## config.mk

```make
export PLATFORM = sky130hd
export DESIGN_NAME = fixed_block_free_list_allocator_flat
export DESIGN_NICKNAME = d
export VERILOG_FILES = /design/src/rtl/core/fbfla_pkg.sv /design/src/rtl/core/fbfla_if.sv /design/src/rtl/core/fbfla_dp.sv /design/src/rtl/core/fbfla_ctl.sv /design/src/rtl/core/fixed_block_free_list_allocator.sv /design/src/flat_wrapper.sv
export SDC_FILE = /design/constraint.sdc
export NUM_CORES = 2
export LEC_CHECK = 0
export BUFFER_PORTS_ARGS = -buffer_cell sky130_fd_sc_hd__clkbuf_2
export CORE_ASPECT_RATIO = 1.4
export CORE_MARGIN = 2
export CORE_UTILIZATION = 63
export DETAILED_ROUTE_END_ITERATION = 8
export PLACE_DENSITY_LB_ADDON = 0.1
export SYNTH_ARGS = -nofsm -noshare
export SYNTH_HDL_FRONTEND = slang
export SYNTH_HIERARCHICAL = 1
export SYNTH_SLANG_ARGS = --single-unit
```

## constraint.sdc

```tcl
create_clock -name clk_i -period 17 [get_ports clk_i]
set_input_delay 5.1 -clock clk_i [delete_from_list [all_inputs] [get_ports clk_i]]
set_output_delay 5.1 -clock clk_i [all_outputs]
set_load 0.005 [all_outputs]
```

## src/rtl/core/fbfla_pkg.sv

```systemverilog
`timescale 1ns / 1ps
// ----------------------------------------------------------------------------
// fbfla_pkg
// Shared widths, codes and control structs of the fixed-block allocator.
// ----------------------------------------------------------------------------
package fbfla_pkg;

  localparam int unsigned PoolDepthDef = 256;

  localparam int unsigned OpW      = 2;
  localparam int unsigned IdxPortW = 8;
  localparam int unsigned TotalW   = 9;
  localparam int unsigned SizeW    = 16;
  localparam int unsigned CountW   = 9;
  localparam int unsigned StatusW  = 2;
  localparam int unsigned CfgIdxW  = 1;
  localparam int unsigned CfgDataW = 16;

  localparam logic [TotalW-1:0] TotalReset = 9'd256;
  localparam logic [SizeW-1:0]  SizeReset  = 16'd4096;
  localparam logic [CountW-1:0] CountMax   = '1;

  typedef enum logic [OpW-1:0] {
    OP_INIT = 2'd0,
    OP_GET  = 2'd1,
    OP_PUT  = 2'd2,
    OP_NOP  = 2'd3
  } op_e;

  typedef enum logic [StatusW-1:0] {
    ST_OK    = 2'd0,
    ST_EMPTY = 2'd1,
    ST_RANGE = 2'd2
  } status_e;

  typedef enum logic [CfgIdxW-1:0] {
    CFG_TOTAL = 1'b0,
    CFG_SIZE  = 1'b1
  } cfg_reg_e;

  typedef enum logic [1:0] {
    S_IDLE = 2'd0,
    S_GET  = 2'd1,
    S_INIT = 2'd2
  } state_e;

  typedef struct packed {
    logic    put_push;
    logic    get_read;
    logic    get_pop;
    logic    init_start;
    logic    init_step;
    logic    out_load;
    logic    out_grant;
    status_e out_status;
  } ctl_cmd_t;

  typedef struct packed {
    logic head_valid;
    logic idx_ok;
    logic total_zero;
    logic walk_last;
  } dp_stat_t;

endpackage

```

## src/rtl/core/fbfla_if.sv

```systemverilog
`timescale 1ns / 1ps
// ----------------------------------------------------------------------------
// fbfla_req_if / fbfla_rsp_if
// Valid/ready channels carrying one request word and one response word.
// ----------------------------------------------------------------------------
interface fbfla_req_if;
  import fbfla_pkg::*;

  logic                valid;
  logic                ready;
  logic [OpW-1:0]      operation;
  logic [IdxPortW-1:0] return_index;

  modport source (output valid, output operation, output return_index, input ready);
  modport sink   (input valid, input operation, input return_index, output ready);
endinterface

interface fbfla_rsp_if;
  import fbfla_pkg::*;

  logic                valid;
  logic                ready;
  logic                granted;
  logic [IdxPortW-1:0] granted_index;
  logic [SizeW-1:0]    granted_size;
  logic [CountW-1:0]   free_count;
  logic [StatusW-1:0]  status;

  modport source (output valid, output granted, output granted_index, output granted_size,
                  output free_count, output status, input ready);
  modport sink   (input valid, input granted, input granted_index, input granted_size,
                  input free_count, input status, output ready);
endinterface

```

## src/rtl/core/fbfla_dp.sv

```systemverilog
`timescale 1ns / 1ps
// ----------------------------------------------------------------------------
// fbfla_dp
// Link memory, head pointer, free counter, config registers and result word.
// ----------------------------------------------------------------------------
module fbfla_dp #(
  parameter int unsigned POOL_DEPTH = fbfla_pkg::PoolDepthDef
) (
  input  logic                        clk_i,
  input  logic                        rst_ni,
  input  logic                        cfg_we_i,
  input  logic [fbfla_pkg::CfgIdxW-1:0]  cfg_index_i,
  input  logic [fbfla_pkg::CfgDataW-1:0] cfg_wdata_i,
  input  logic [fbfla_pkg::IdxPortW-1:0] return_index_i,
  input  fbfla_pkg::ctl_cmd_t         cmd_i,
  output fbfla_pkg::dp_stat_t         stat_o,
  output logic                        granted_o,
  output logic [fbfla_pkg::IdxPortW-1:0] granted_index_o,
  output logic [fbfla_pkg::SizeW-1:0]    granted_size_o,
  output logic [fbfla_pkg::CountW-1:0]   free_count_o,
  output logic [fbfla_pkg::StatusW-1:0]  status_o
);
  import fbfla_pkg::*;

  localparam int unsigned IdxW  = (POOL_DEPTH > 1) ? $clog2(POOL_DEPTH) : 1;
  localparam int unsigned LinkW = $clog2(POOL_DEPTH + 1);
  localparam logic [LinkW-1:0] LinkNone = LinkW'(POOL_DEPTH);

  logic [LinkW-1:0] link_mem [POOL_DEPTH];

  logic [TotalW-1:0] total_q;
  logic [SizeW-1:0]  size_q;
  logic [LinkW-1:0]  head_q, head_d;
  logic [CountW-1:0] count_q, count_d;
  logic [LinkW-1:0]  rdata_q;
  logic [IdxW-1:0]   walk_q, walk_last_q;

  logic [LinkW-1:0]  eff_total;
  logic [LinkW-1:0]  init_link;
  logic [IdxW-1:0]   put_addr;
  logic              walk_last;

  logic                granted_q;
  logic [IdxPortW-1:0] granted_index_q;
  logic [SizeW-1:0]    granted_size_q;
  logic [CountW-1:0]   free_count_q;
  status_e             status_q;

  // clamp total to the pool depth
  assign eff_total = (32'(total_q) > 32'(POOL_DEPTH)) ? LinkNone : LinkW'(total_q);
  assign put_addr  = IdxW'(return_index_i);
  assign walk_last = (walk_q == walk_last_q);
  assign init_link = walk_last ? LinkNone : (LinkW'(walk_q) + LinkW'(1));

  assign stat_o.head_valid = (head_q < LinkNone);
  assign stat_o.idx_ok     = (32'(return_index_i) < 32'(eff_total));
  assign stat_o.total_zero = (eff_total == '0);
  assign stat_o.walk_last  = walk_last;

  always_ff @(posedge clk_i or negedge rst_ni) begin
    if (!rst_ni) begin
      total_q <= TotalReset;
      size_q  <= SizeReset;
    end else if (cfg_we_i) begin
      case (cfg_reg_e'(cfg_index_i))
        CFG_TOTAL: total_q <= TotalW'(cfg_wdata_i);
        CFG_SIZE:  size_q  <= SizeW'(cfg_wdata_i);
        default: ;
      endcase
    end
  end

  always_ff @(posedge clk_i) begin
    if (cmd_i.put_push) begin
      link_mem[put_addr] <= head_q;
    end else if (cmd_i.init_step) begin
      link_mem[walk_q] <= init_link;
    end
  end

  always_ff @(posedge clk_i) begin
    if (cmd_i.get_read) begin
      rdata_q <= link_mem[head_q[IdxW-1:0]];
    end
  end

  always_ff @(posedge clk_i) begin
    if (cmd_i.init_start) begin
      walk_q      <= '0;
      walk_last_q <= IdxW'(eff_total - LinkW'(1));
    end else if (cmd_i.init_step) begin
      walk_q <= walk_q + IdxW'(1);
    end
  end

  always_comb begin
    head_d  = head_q;
    count_d = count_q;
    if (cmd_i.put_push) begin
      head_d = LinkW'(return_index_i);
      if (count_q != CountMax) count_d = count_q + CountW'(1);
    end else if (cmd_i.get_pop) begin
      head_d = (rdata_q < LinkNone) ? rdata_q : LinkNone;
      if (count_q != '0) count_d = count_q - CountW'(1);
    end else if (cmd_i.init_start && stat_o.total_zero) begin
      head_d  = LinkNone;
      count_d = '0;
    end else if (cmd_i.init_step && walk_last) begin
      head_d  = '0;
      count_d = CountW'(eff_total);
    end
  end

  always_ff @(posedge clk_i or negedge rst_ni) begin
    if (!rst_ni) begin
      head_q  <= LinkNone;
      count_q <= '0;
    end else begin
      head_q  <= head_d;
      count_q <= count_d;
    end
  end

  always_ff @(posedge clk_i) begin
    if (cmd_i.out_load) begin
      granted_q       <= cmd_i.out_grant;
      granted_index_q <= cmd_i.out_grant ? IdxPortW'(head_q) : '0;
      granted_size_q  <= cmd_i.out_grant ? size_q : '0;
      free_count_q    <= count_d;
      status_q        <= cmd_i.out_status;
    end
  end

  assign granted_o       = granted_q;
  assign granted_index_o = granted_index_q;
  assign granted_size_o  = granted_size_q;
  assign free_count_o    = free_count_q;
  assign status_o        = status_q;

  assert property (@(posedge clk_i) disable iff (!rst_ni)
    cmd_i.get_pop |-> (head_q < LinkNone))
    else $error("pop with empty head");

  assert property (@(posedge clk_i) disable iff (!rst_ni)
    cmd_i.put_push |=> (head_q == LinkW'($past(return_index_i))))
    else $error("push did not move head");

  assert property (@(posedge clk_i) disable iff (!rst_ni)
    cmd_i.init_step |-> (walk_q <= walk_last_q))
    else $error("init walk overran");

endmodule

```

## src/rtl/core/fbfla_ctl.sv

```systemverilog
`timescale 1ns / 1ps
// ----------------------------------------------------------------------------
// fbfla_ctl
// Sequencer: decodes a request word, runs get and init, owns response valid.
// ----------------------------------------------------------------------------
module fbfla_ctl (
  input  logic                 clk_i,
  input  logic                 rst_ni,
  input  logic                 in_valid_i,
  output logic                 in_ready_o,
  input  fbfla_pkg::op_e       operation_i,
  output logic                 out_valid_o,
  input  logic                 out_ready_i,
  input  fbfla_pkg::dp_stat_t  stat_i,
  output fbfla_pkg::ctl_cmd_t  cmd_o
);
  import fbfla_pkg::*;

  state_e state_q, state_d;
  logic   out_valid_q, out_valid_d;
  logic   accept;

  always_ff @(posedge clk_i or negedge rst_ni) begin
    if (!rst_ni) begin
      state_q     <= S_IDLE;
      out_valid_q <= 1'b0;
    end else begin
      state_q     <= state_d;
      out_valid_q <= out_valid_d;
    end
  end

  always_comb begin
    state_d    = state_q;
    cmd_o      = '0;
    in_ready_o = 1'b0;
    accept     = 1'b0;
    case (state_q)
      S_IDLE: begin
        in_ready_o = !out_valid_q || out_ready_i;
        accept     = in_valid_i && in_ready_o;
        if (accept) begin
          case (operation_i)
            OP_INIT: begin
              cmd_o.init_start = 1'b1;
              if (stat_i.total_zero) begin
                cmd_o.out_load = 1'b1;
              end else begin
                state_d = S_INIT;
              end
            end
            OP_GET: begin
              if (stat_i.head_valid) begin
                cmd_o.get_read = 1'b1;
                state_d        = S_GET;
              end else begin
                cmd_o.out_load   = 1'b1;
                cmd_o.out_status = ST_EMPTY;
              end
            end
            OP_PUT: begin
              cmd_o.out_load = 1'b1;
              if (stat_i.idx_ok) begin
                cmd_o.put_push = 1'b1;
              end else begin
                cmd_o.out_status = ST_RANGE;
              end
            end
            default: cmd_o.out_load = 1'b1;
          endcase
        end
      end
      S_GET: begin
        cmd_o.get_pop   = 1'b1;
        cmd_o.out_load  = 1'b1;
        cmd_o.out_grant = 1'b1;
        state_d         = S_IDLE;
      end
      S_INIT: begin
        cmd_o.init_step = 1'b1;
        if (stat_i.walk_last) begin
          cmd_o.out_load = 1'b1;
          state_d        = S_IDLE;
        end
      end
      default: state_d = S_IDLE;
    endcase
  end

  always_comb begin
    out_valid_d = out_valid_q;
    if (out_ready_i) out_valid_d = 1'b0;
    if (cmd_o.out_load) out_valid_d = 1'b1;
  end

  assign out_valid_o = out_valid_q;

  assert property (@(posedge clk_i) disable iff (!rst_ni)
    cmd_o.out_load |-> (!out_valid_q || out_ready_i))
    else $error("response word overwritten");

  assert property (@(posedge clk_i) disable iff (!rst_ni)
    (state_q != S_IDLE) |-> !in_ready_o)
    else $error("request taken while busy");

  assert property (@(posedge clk_i) disable iff (!rst_ni)
    cmd_o.get_read |=> (state_q == S_GET))
    else $error("get read without pop");

endmodule

```

## src/rtl/core/fixed_block_free_list_allocator.sv

```systemverilog
`timescale 1ns / 1ps
// ----------------------------------------------------------------------------
// fixed_block_free_list_allocator
// Pool of equal-size buffers handed out and taken back through a LIFO list.
// ----------------------------------------------------------------------------
// One request word at a time. Put, an out-of-range put, a get on an empty
// pool, an init with a zero total and the no-op code finish at the accept
// edge, where the response word is registered. A get first reads the head's
// link from the link memory, then moves the head. Init writes one link per
// cycle, stepping through the clamped buffer total. A new request is taken
// while the previous response word sits in its register as long as that
// word is being taken in the same cycle.
module fixed_block_free_list_allocator #(
  parameter int unsigned POOL_DEPTH = fbfla_pkg::PoolDepthDef
) (
  input  logic                           clk_i,
  input  logic                           rst_ni,
  input  logic                           cfg_we_i,
  input  logic [fbfla_pkg::CfgIdxW-1:0]  cfg_index_i,
  input  logic [fbfla_pkg::CfgDataW-1:0] cfg_wdata_i,
  fbfla_req_if.sink                      req_i,
  fbfla_rsp_if.source                    rsp_o
);
  import fbfla_pkg::*;

  ctl_cmd_t cmd;
  dp_stat_t stat;

  fbfla_ctl u_ctl (
    .clk_i       (clk_i),
    .rst_ni      (rst_ni),
    .in_valid_i  (req_i.valid),
    .in_ready_o  (req_i.ready),
    .operation_i (op_e'(req_i.operation)),
    .out_valid_o (rsp_o.valid),
    .out_ready_i (rsp_o.ready),
    .stat_i      (stat),
    .cmd_o       (cmd)
  );

  fbfla_dp #(
    .POOL_DEPTH (POOL_DEPTH)
  ) u_dp (
    .clk_i           (clk_i),
    .rst_ni          (rst_ni),
    .cfg_we_i        (cfg_we_i),
    .cfg_index_i     (cfg_index_i),
    .cfg_wdata_i     (cfg_wdata_i),
    .return_index_i  (req_i.return_index),
    .cmd_i           (cmd),
    .stat_o          (stat),
    .granted_o       (rsp_o.granted),
    .granted_index_o (rsp_o.granted_index),
    .granted_size_o  (rsp_o.granted_size),
    .free_count_o    (rsp_o.free_count),
    .status_o        (rsp_o.status)
  );

endmodule

```

## src/flat_wrapper.sv

```systemverilog
// flat-port wrapper written by rule: the top's interface ports become plain ports
module fixed_block_free_list_allocator_flat import fbfla_pkg::*;
#(
  parameter int unsigned POOL_DEPTH = fbfla_pkg::PoolDepthDef
)
  (clk_i, rst_ni, cfg_we_i, cfg_index_i, cfg_wdata_i, req_i_valid, req_i_operation, req_i_return_index, req_i_ready, rsp_o_valid, rsp_o_granted, rsp_o_granted_index, rsp_o_granted_size, rsp_o_free_count, rsp_o_status, rsp_o_ready);
  fbfla_req_if req_i_i ();
  fbfla_rsp_if rsp_o_i ();
  input  logic clk_i;
  input  logic rst_ni;
  input  logic cfg_we_i;
  input  logic [fbfla_pkg::CfgIdxW-1:0] cfg_index_i;
  input  logic [fbfla_pkg::CfgDataW-1:0] cfg_wdata_i;
  input wire logic [$bits(req_i_i.valid)-1:0] req_i_valid;
  input wire logic [$bits(req_i_i.operation)-1:0] req_i_operation;
  input wire logic [$bits(req_i_i.return_index)-1:0] req_i_return_index;
  output wire logic [$bits(req_i_i.ready)-1:0] req_i_ready;
  output wire logic [$bits(rsp_o_i.valid)-1:0] rsp_o_valid;
  output wire logic [$bits(rsp_o_i.granted)-1:0] rsp_o_granted;
  output wire logic [$bits(rsp_o_i.granted_index)-1:0] rsp_o_granted_index;
  output wire logic [$bits(rsp_o_i.granted_size)-1:0] rsp_o_granted_size;
  output wire logic [$bits(rsp_o_i.free_count)-1:0] rsp_o_free_count;
  output wire logic [$bits(rsp_o_i.status)-1:0] rsp_o_status;
  input wire logic [$bits(rsp_o_i.ready)-1:0] rsp_o_ready;
  assign req_i_i.valid = req_i_valid;
  assign req_i_i.operation = req_i_operation;
  assign req_i_i.return_index = req_i_return_index;
  assign req_i_ready = req_i_i.ready;
  assign rsp_o_valid = rsp_o_i.valid;
  assign rsp_o_granted = rsp_o_i.granted;
  assign rsp_o_granted_index = rsp_o_i.granted_index;
  assign rsp_o_granted_size = rsp_o_i.granted_size;
  assign rsp_o_free_count = rsp_o_i.free_count;
  assign rsp_o_status = rsp_o_i.status;
  assign rsp_o_i.ready = rsp_o_ready;
  fixed_block_free_list_allocator #(.POOL_DEPTH(POOL_DEPTH)) u_core (.clk_i(clk_i), .rst_ni(rst_ni), .cfg_we_i(cfg_we_i), .cfg_index_i(cfg_index_i), .cfg_wdata_i(cfg_wdata_i), .req_i(req_i_i), .rsp_o(rsp_o_i));
endmodule
```

Word-level counts from Yosys, hierarchy flattened
Memory sizes are Yosys's and may differ from the RTL's. A register that Yosys moved wholly into a read port is not among the register bits.
Index checks and enable logic that the tools add are counted.
- bits in read-only memories: 0
- flip-flop bits (word level): 98
- word-level logic and storage cells: 101
- memories: 1
- bits in latches: 0
- memory bits (writable): 2304
- output and inout port bits: 38
- div/mod/pow operators: 0
- mux-type cells: 50
- shift operators: 0
- add/sub/neg operators: 5
- reduce and logical (&&, ||, !) cells: 16
- multiply operators: 0
- order comparisons: 4
- bitwise gates (word level): 1
- equality and inequality tests: 11
- memory list (memory ; depth ; bits a word ; read ports ; clocked after Yosys merged registers in ; wr ports ; RTL line ; RTL):
    u_core.u_dp.link_mem ; 256 ; 9 ; 1 ; 1 ; 1 ; fbfla_dp.sv:29 ; logic [LinkW-1:0] link_mem [POOL_DEPTH];
- operators by type and width (cell ; count):
    $mux 9 ; 14
    $mux 1 ; 23
    $lt 9x9->1 const B ; 2
    $mux 2 ; 7
    $pmux 2 s2 ; 3
    $add 8x1->9 const B ; 1
    $add 9x1->9 const B ; 1
    $gt 9x9->1 const B ; 1
    $logic_not 9->1 ; 1
    $lt 8x9->1 ; 1
    $ne 9x9->1 const B ; 1
    $reduce_bool 9->1 ; 1
    $reduce_or 9->1 ; 1
    $sub 9x1->9 const B ; 1
    $add 8x1->8 const B ; 1
    $eq 8x8->1 ; 1
    $mux 8 ; 1
    $sub 8x1->8 const B ; 1
    $reduce_and 2->1 ; 3
    $reduce_and 5->1 ; 1
    $eq 2x1->1 const B ; 2
    $eq 2x2->1 const B ; 2
    $logic_not 2->1 ; 2
    $ne 2x2->1 const B ; 2
    other kinds (11) ; 13

Depth between registers and ports, before layout
- word-level depth: 11
- mapped depth: 19
- mapped depth without buffers: 14

By module
The synthesis kept the hierarchy.
- by module, submodules not included (module ; cells each ; instances ; sequential area each (µm²) ; area each (µm²)):
    fbfla_dp ; 4600 ; 1 ; 72017.8 ; 94351.7
    fbfla_ctl ; 38 ; 1 ; 75.1 ; 335.3

Least setup slack after synthesis
Ideal clock, no wire load.
- path kind: input port to flip-flop
- from: input port req_i_return_index[0]
- to: memory u_core/u_dp/link_mem[0][7] (netlist bit) (data pin)
- data arrival time: 17409 ps
- stages: 14
- path buffers: 5
- slack: -2640 ps
- cells stage by stage: clkbuf_1 -> or3b_2 -> a21oi_1 -> nor2b_1 -> o221ai_1 -> a21oi_1 -> o31ai_1 -> and3_1 -> clkbuf_1 -> nand2b_1 -> clkbuf_1 -> clkbuf_1 -> buf_1 -> o31ai_1
- RTL lines (item ; RTL line ; RTL):
    start, declared ; flat_wrapper.sv:16 ; input wire logic [$bits(req_i_i.return_index)-1:0] req_i_return_index;
    end, declared ; fbfla_dp.sv:29 ;

Worst setup path in the final report
- from: input port rsp_o_ready
- to: output port req_i_ready
- cells in the longest elaborated chain, start to end: 2
- RTL lines (item ; RTL line ; RTL):
    start, declared ; flat_wrapper.sv:24 ; input wire logic [$bits(rsp_o_i.ready)-1:0] rsp_o_ready;
    $logic_or 1x1->1 ; fbfla_ctl.sv:40 ; in_ready_o = !out_valid_q || out_ready_i;
    $mux 1 ; fbfla_ctl.sv:38 ; case (state_q)
    end, declared ; flat_wrapper.sv:17 ; output wire logic [$bits(req_i_i.ready)-1:0] req_i_ready;
No other way between the ends.

==> impl_metrics.sql <==
INSERT INTO impl_metrics (metric_group, metric, value, unit) VALUES
('outcome', 'run_status', 'finished clean', ''),
('critical_path', 'worst_path_max_delay_cell', 'sky130_fd_sc_hd__nand2b_1', ''),
('synth', 'post_synth_and_or_nand_nor_area_fraction', '2.97', '%'),
('critical_path', 'cp_data_arrival_time', '5.61', 'ns'),
('timing', 'final-setup-viol-count', '0', ''),
('place', 'rd_place_congestion', '0.912', ''),
('clock_network', 'cts_max_path_buffers', '3', ''),
('detailed_routing', 'detail_route.drc_violations', '0', ''),
('worst_hold_path', 'min_path_type', 'register to register', ''),
('clock_network', 'clkTransAtPathRegs', '0.06', 'ns'),
('cells_and_area', 'final_nets', '4771', ''),
('clock_network', 'cts_tree', 'done', ''),
('grt', 'number_of_global_route_vias_before_repair', '47400', ''),
('floorplanning', 'num_io_pins', '70', ''),
('cells_and_area', 'share_of_post_route_cells_with_drive_strength_above_1', '21.4', '%'),
('detailed_routing', 'antenna_left', '0', ''),
('detailed_routing', 'dr.first_iter.drc_count', '6918', ''),
('critical_path', 'critical_path.cell_chain', 'clkbuf_2 > nand2b_1 > and2_1 > clkbuf_2', ''),
('grt', 'pin_count_of_the_biggest_net_entering_global_routing', '173', ''),
('grt', 'antenna_found_initial', '10', ''),
('clock_network', 'clock_sinks', '2411', ''),
('pwr', 'powerDensity', '182', 'nW/um2'),
('timing', 'rsz0062_at_grt', 'false', ''),
('critical_path', 'most_repeated_library_cell_on_the_critical_path', 'sky130_fd_sc_hd__clkbuf_2', ''),
('synth', 'ys_seq_area_share', '76.1', '%'),
('timing', 'worst_pin_slew', '1.40', 'ns'),
('critical_path', 'critPathLaunchType', 'input port', ''),
('critical_path', 'critical_path.top_delay_family', 'simple AND/OR/NAND/NOR gates', ''),
('critical_path', 'crit_path_max_incr_delay', '0.17', 'ns'),
('synth', 'synth.largest_area_cell', 'sky130_fd_sc_hd__edfxtp_1', ''),
('clock_network', 'clk-insertion-delay-late', '0.86', 'ns'),
('synth', 'netlist_instances', '4638', ''),
('timing', 'drv_slew', '0', ''),
('synth', 'synth_compound_gate_area_share', '4.26', '%'),
('timing', 'fin_setup_tns', '0', 'ns'),
('clock_network', 'clock_tree.root_cell', 'sky130_fd_sc_hd__clkbuf_16', ''),
('place', 'dp_worst_setup_slack', '6.29', 'ns'),
('critical_path', 'critPathMaxFanout', '4', ''),
('floorplanning', 'start_util', '63.4', '%'),
('synth', 'synth_async_sr_flop_share', '1.91', '%'),
('floorplanning', 'die_area', '153000', 'um2'),
('synth', 'ys_dominant_reg_cell', 'sky130_fd_sc_hd__edfxtp_1', ''),
('clock_network', 'cts.htree.levels', '4', ''),
('synth', 'synthesized_net_count', '4686', ''),
('flow_run', 'cap_violations', '0', ''),
('cells_and_area', 'area_growth', '9.79', '%'),
('clock_network', 'post-cts-setup-buffers', '0', ''),
('timing', 'finalWorstPathRequiredPeriod', '10.71', 'ns'),
('timing', 'skew', '0.0255', 'ns'),
('synth', 'count_of_unique_library_cells_instantiated_by_yosys', '82', ''),
('synth', 'synth.top_cells.by_count', 'sky130_fd_sc_hd__edfxtp_1, sky130_fd_sc_hd__mux4_2, sky130_fd_sc_hd__nor2_1, sky130_fd_sc_hd__a22oi_1, sky130_fd_sc_hd__mux2i_1', ''),
('synth', 'yosysMostFrequentCell', 'sky130_fd_sc_hd__edfxtp_1', ''),
('floorplanning', 'die_y', '463', 'um'),
('synth', 'synth_top_area_share', '74.7', '%'),
('pwr', 'irDropWorstVdd', '0.206', 'mV'),
('place', 'place.port_buffers', '69', ''),
('synth', 'netlist_area', '94700', 'um2'),
('cells_and_area', 'post_layout_cell_count', '6860', ''),
('grt', 'global_route.usage.total', '32.1', '%'),
('detailed_routing', 'detail_route.wirelength', '244000', 'um'),
('synth', 'yosys-mux-area-fraction', '14.1', '%'),
('clock_network', 'ctsHoldBuffers', '0', ''),
('timing', 'slew_headroom', '5.98', '%'),
('pwr', 'power.total', '19.0', 'mW'),
('place', 'numPlacedInstances', '6465', ''),
('cells_and_area', 'stdcell_area', '104000', 'um2'),
('synth', 'synth_fa_ha_area_share', '0.211', '%'),
('critical_path', 'critical_path.endpoint_type', 'primary output', ''),
('place', 'place_area', '96800', 'um2'),
('synth', 'avgSynthCellArea', '20.4', 'um2'),
('detailed_routing', 'via_count', '47700', '');
[metrics by stage]
stage,utilization (%),hold slack (ns)
floorplan,-,0.471
global placement,64.8,0.478
detailed placement,64.8,0.490
CTS,69.6,0.505
global route,69.6,0.514
finish,69.6,0.505
[layer usage]
| metal | share of wire (%) | routed length, um | track usage (%) |
|---|---|---|---|
| met2 | 51 | 123000 | 53.4 |
| met1 | 35 | 84400 | 41.3 |
| met3 | 8.9 | 21600 | 5.64 |
| met5 | 0.030 | 74 | 0 |
| met4 | 6.0 | 14600 | 16.5 |
[where the power goes]
| group | switching [mW] | leakage, nW | internal [mW] |
|---|---|---|---|
| combinational | 4.16 | 6.93 | 1.71 |
| sequential | 0.167 | 22.1 | 7.97 |
| clock | 2.11 | 3.48 | 2.83 |
[cell families (layout without fill, tap and decap cells)]
logic type | after synthesis | after routing
AO/OA/AOI/OAI | 582 | 582
XOR/XNOR | 32 | 32
adder cells (fa/ha/maj) | 16 | 16
buffers and inverters | 312 | 578
flip-flops | 2411 | 2411
multiplexers | 685 | 685
other | 0 | 1
AND/OR/NAND/NOR | 600 | 600
[flip-flops by register name, summed over array words and instances (netlist names)]
| register | cells |
|---|---|
| u_core/u_dp/walk_last_q | 8 |
| u_core/u_dp/size_q | 16 |
| u_core/u_dp/rdata_q | 9 |
| u_core/u_dp/status_o | 2 |
| u_core/u_ctl/out_valid_o | 1 |
| u_core/u_dp/free_count_o | 9 |
| u_core/u_dp/total_q | 9 |
| u_core/u_dp/head_q | 9 |
| u_core/u_dp/count_q | 9 |
| u_core/u_dp/granted_o | 1 |
| u_core/u_ctl/state_q | 2 |
| u_core/u_dp/walk_q | 8 |
| u_core/u_dp/granted_index_o | 8 |
| u_core/u_dp/granted_size_o | 16 |
| u_core/u_dp/link_mem | 2304 |
[final timing paths]
check                                                   from                                 end  slack (ns)  depth (start not counted)
max                                              rsp_o_ready                         req_i_ready        6.29                          4
max reg2reg                u_core/u_dp/head_q[1]$_DFFE_PN0P_    u_core/u_dp/rdata_q[5]$_DFFE_PP_       10.66                         10
min                        u_core/u_dp/size_q[4]$_DFFE_PN0P_   u_core/u_dp/size_q[4]$_DFFE_PN0P_        0.51                          1
min reg2reg                u_core/u_dp/size_q[4]$_DFFE_PN0P_   u_core/u_dp/size_q[4]$_DFFE_PN0P_        0.51                          1
max in group asynchronous                             rst_ni   u_core/u_dp/head_q[0]$_DFFE_PN0P_       12.12                          2
min in group asynchronous                             rst_ni  u_core/u_dp/total_q[4]$_DFFE_PN0P_        4.37                          2
[cell usage in the layout (no fill, tap or decap), types with 58 or more instances in the layout]
cell type,n
sky130_fd_sc_hd__edfxtp_1,2357
sky130_fd_sc_hd__mux4_2,469
sky130_fd_sc_hd__nor2_1,291
sky130_fd_sc_hd__clkbuf_16,215
sky130_fd_sc_hd__a22oi_1,177
sky130_fd_sc_hd__mux2i_1,152
sky130_fd_sc_hd__a21oi_1,148
sky130_fd_sc_hd__nand2_1,85
sky130_fd_sc_hd__buf_4,78
sky130_fd_sc_hd__clkbuf_2,69
sky130_fd_sc_hd__o21ai_0,58
[layout make-up]
cell class | count | area (um2) | share of cell area (%)
Antenna cell | 1 | 2.50 | 0.00241
Inverter | 23 | 86.3 | 0.0830
Tap cell | 1955 | 2450 | 2.35
Multi-Input combinational cell | 1915 | 20900 | 20.1
Timing Repair Buffer | 162 | 1220 | 1.17
Sequential cell | 2411 | 72100 | 69.4
Clock inverter | 148 | 1670 | 1.61
Clock buffer | 245 | 5500 | 5.29
(Power assumes the default switching activity.)
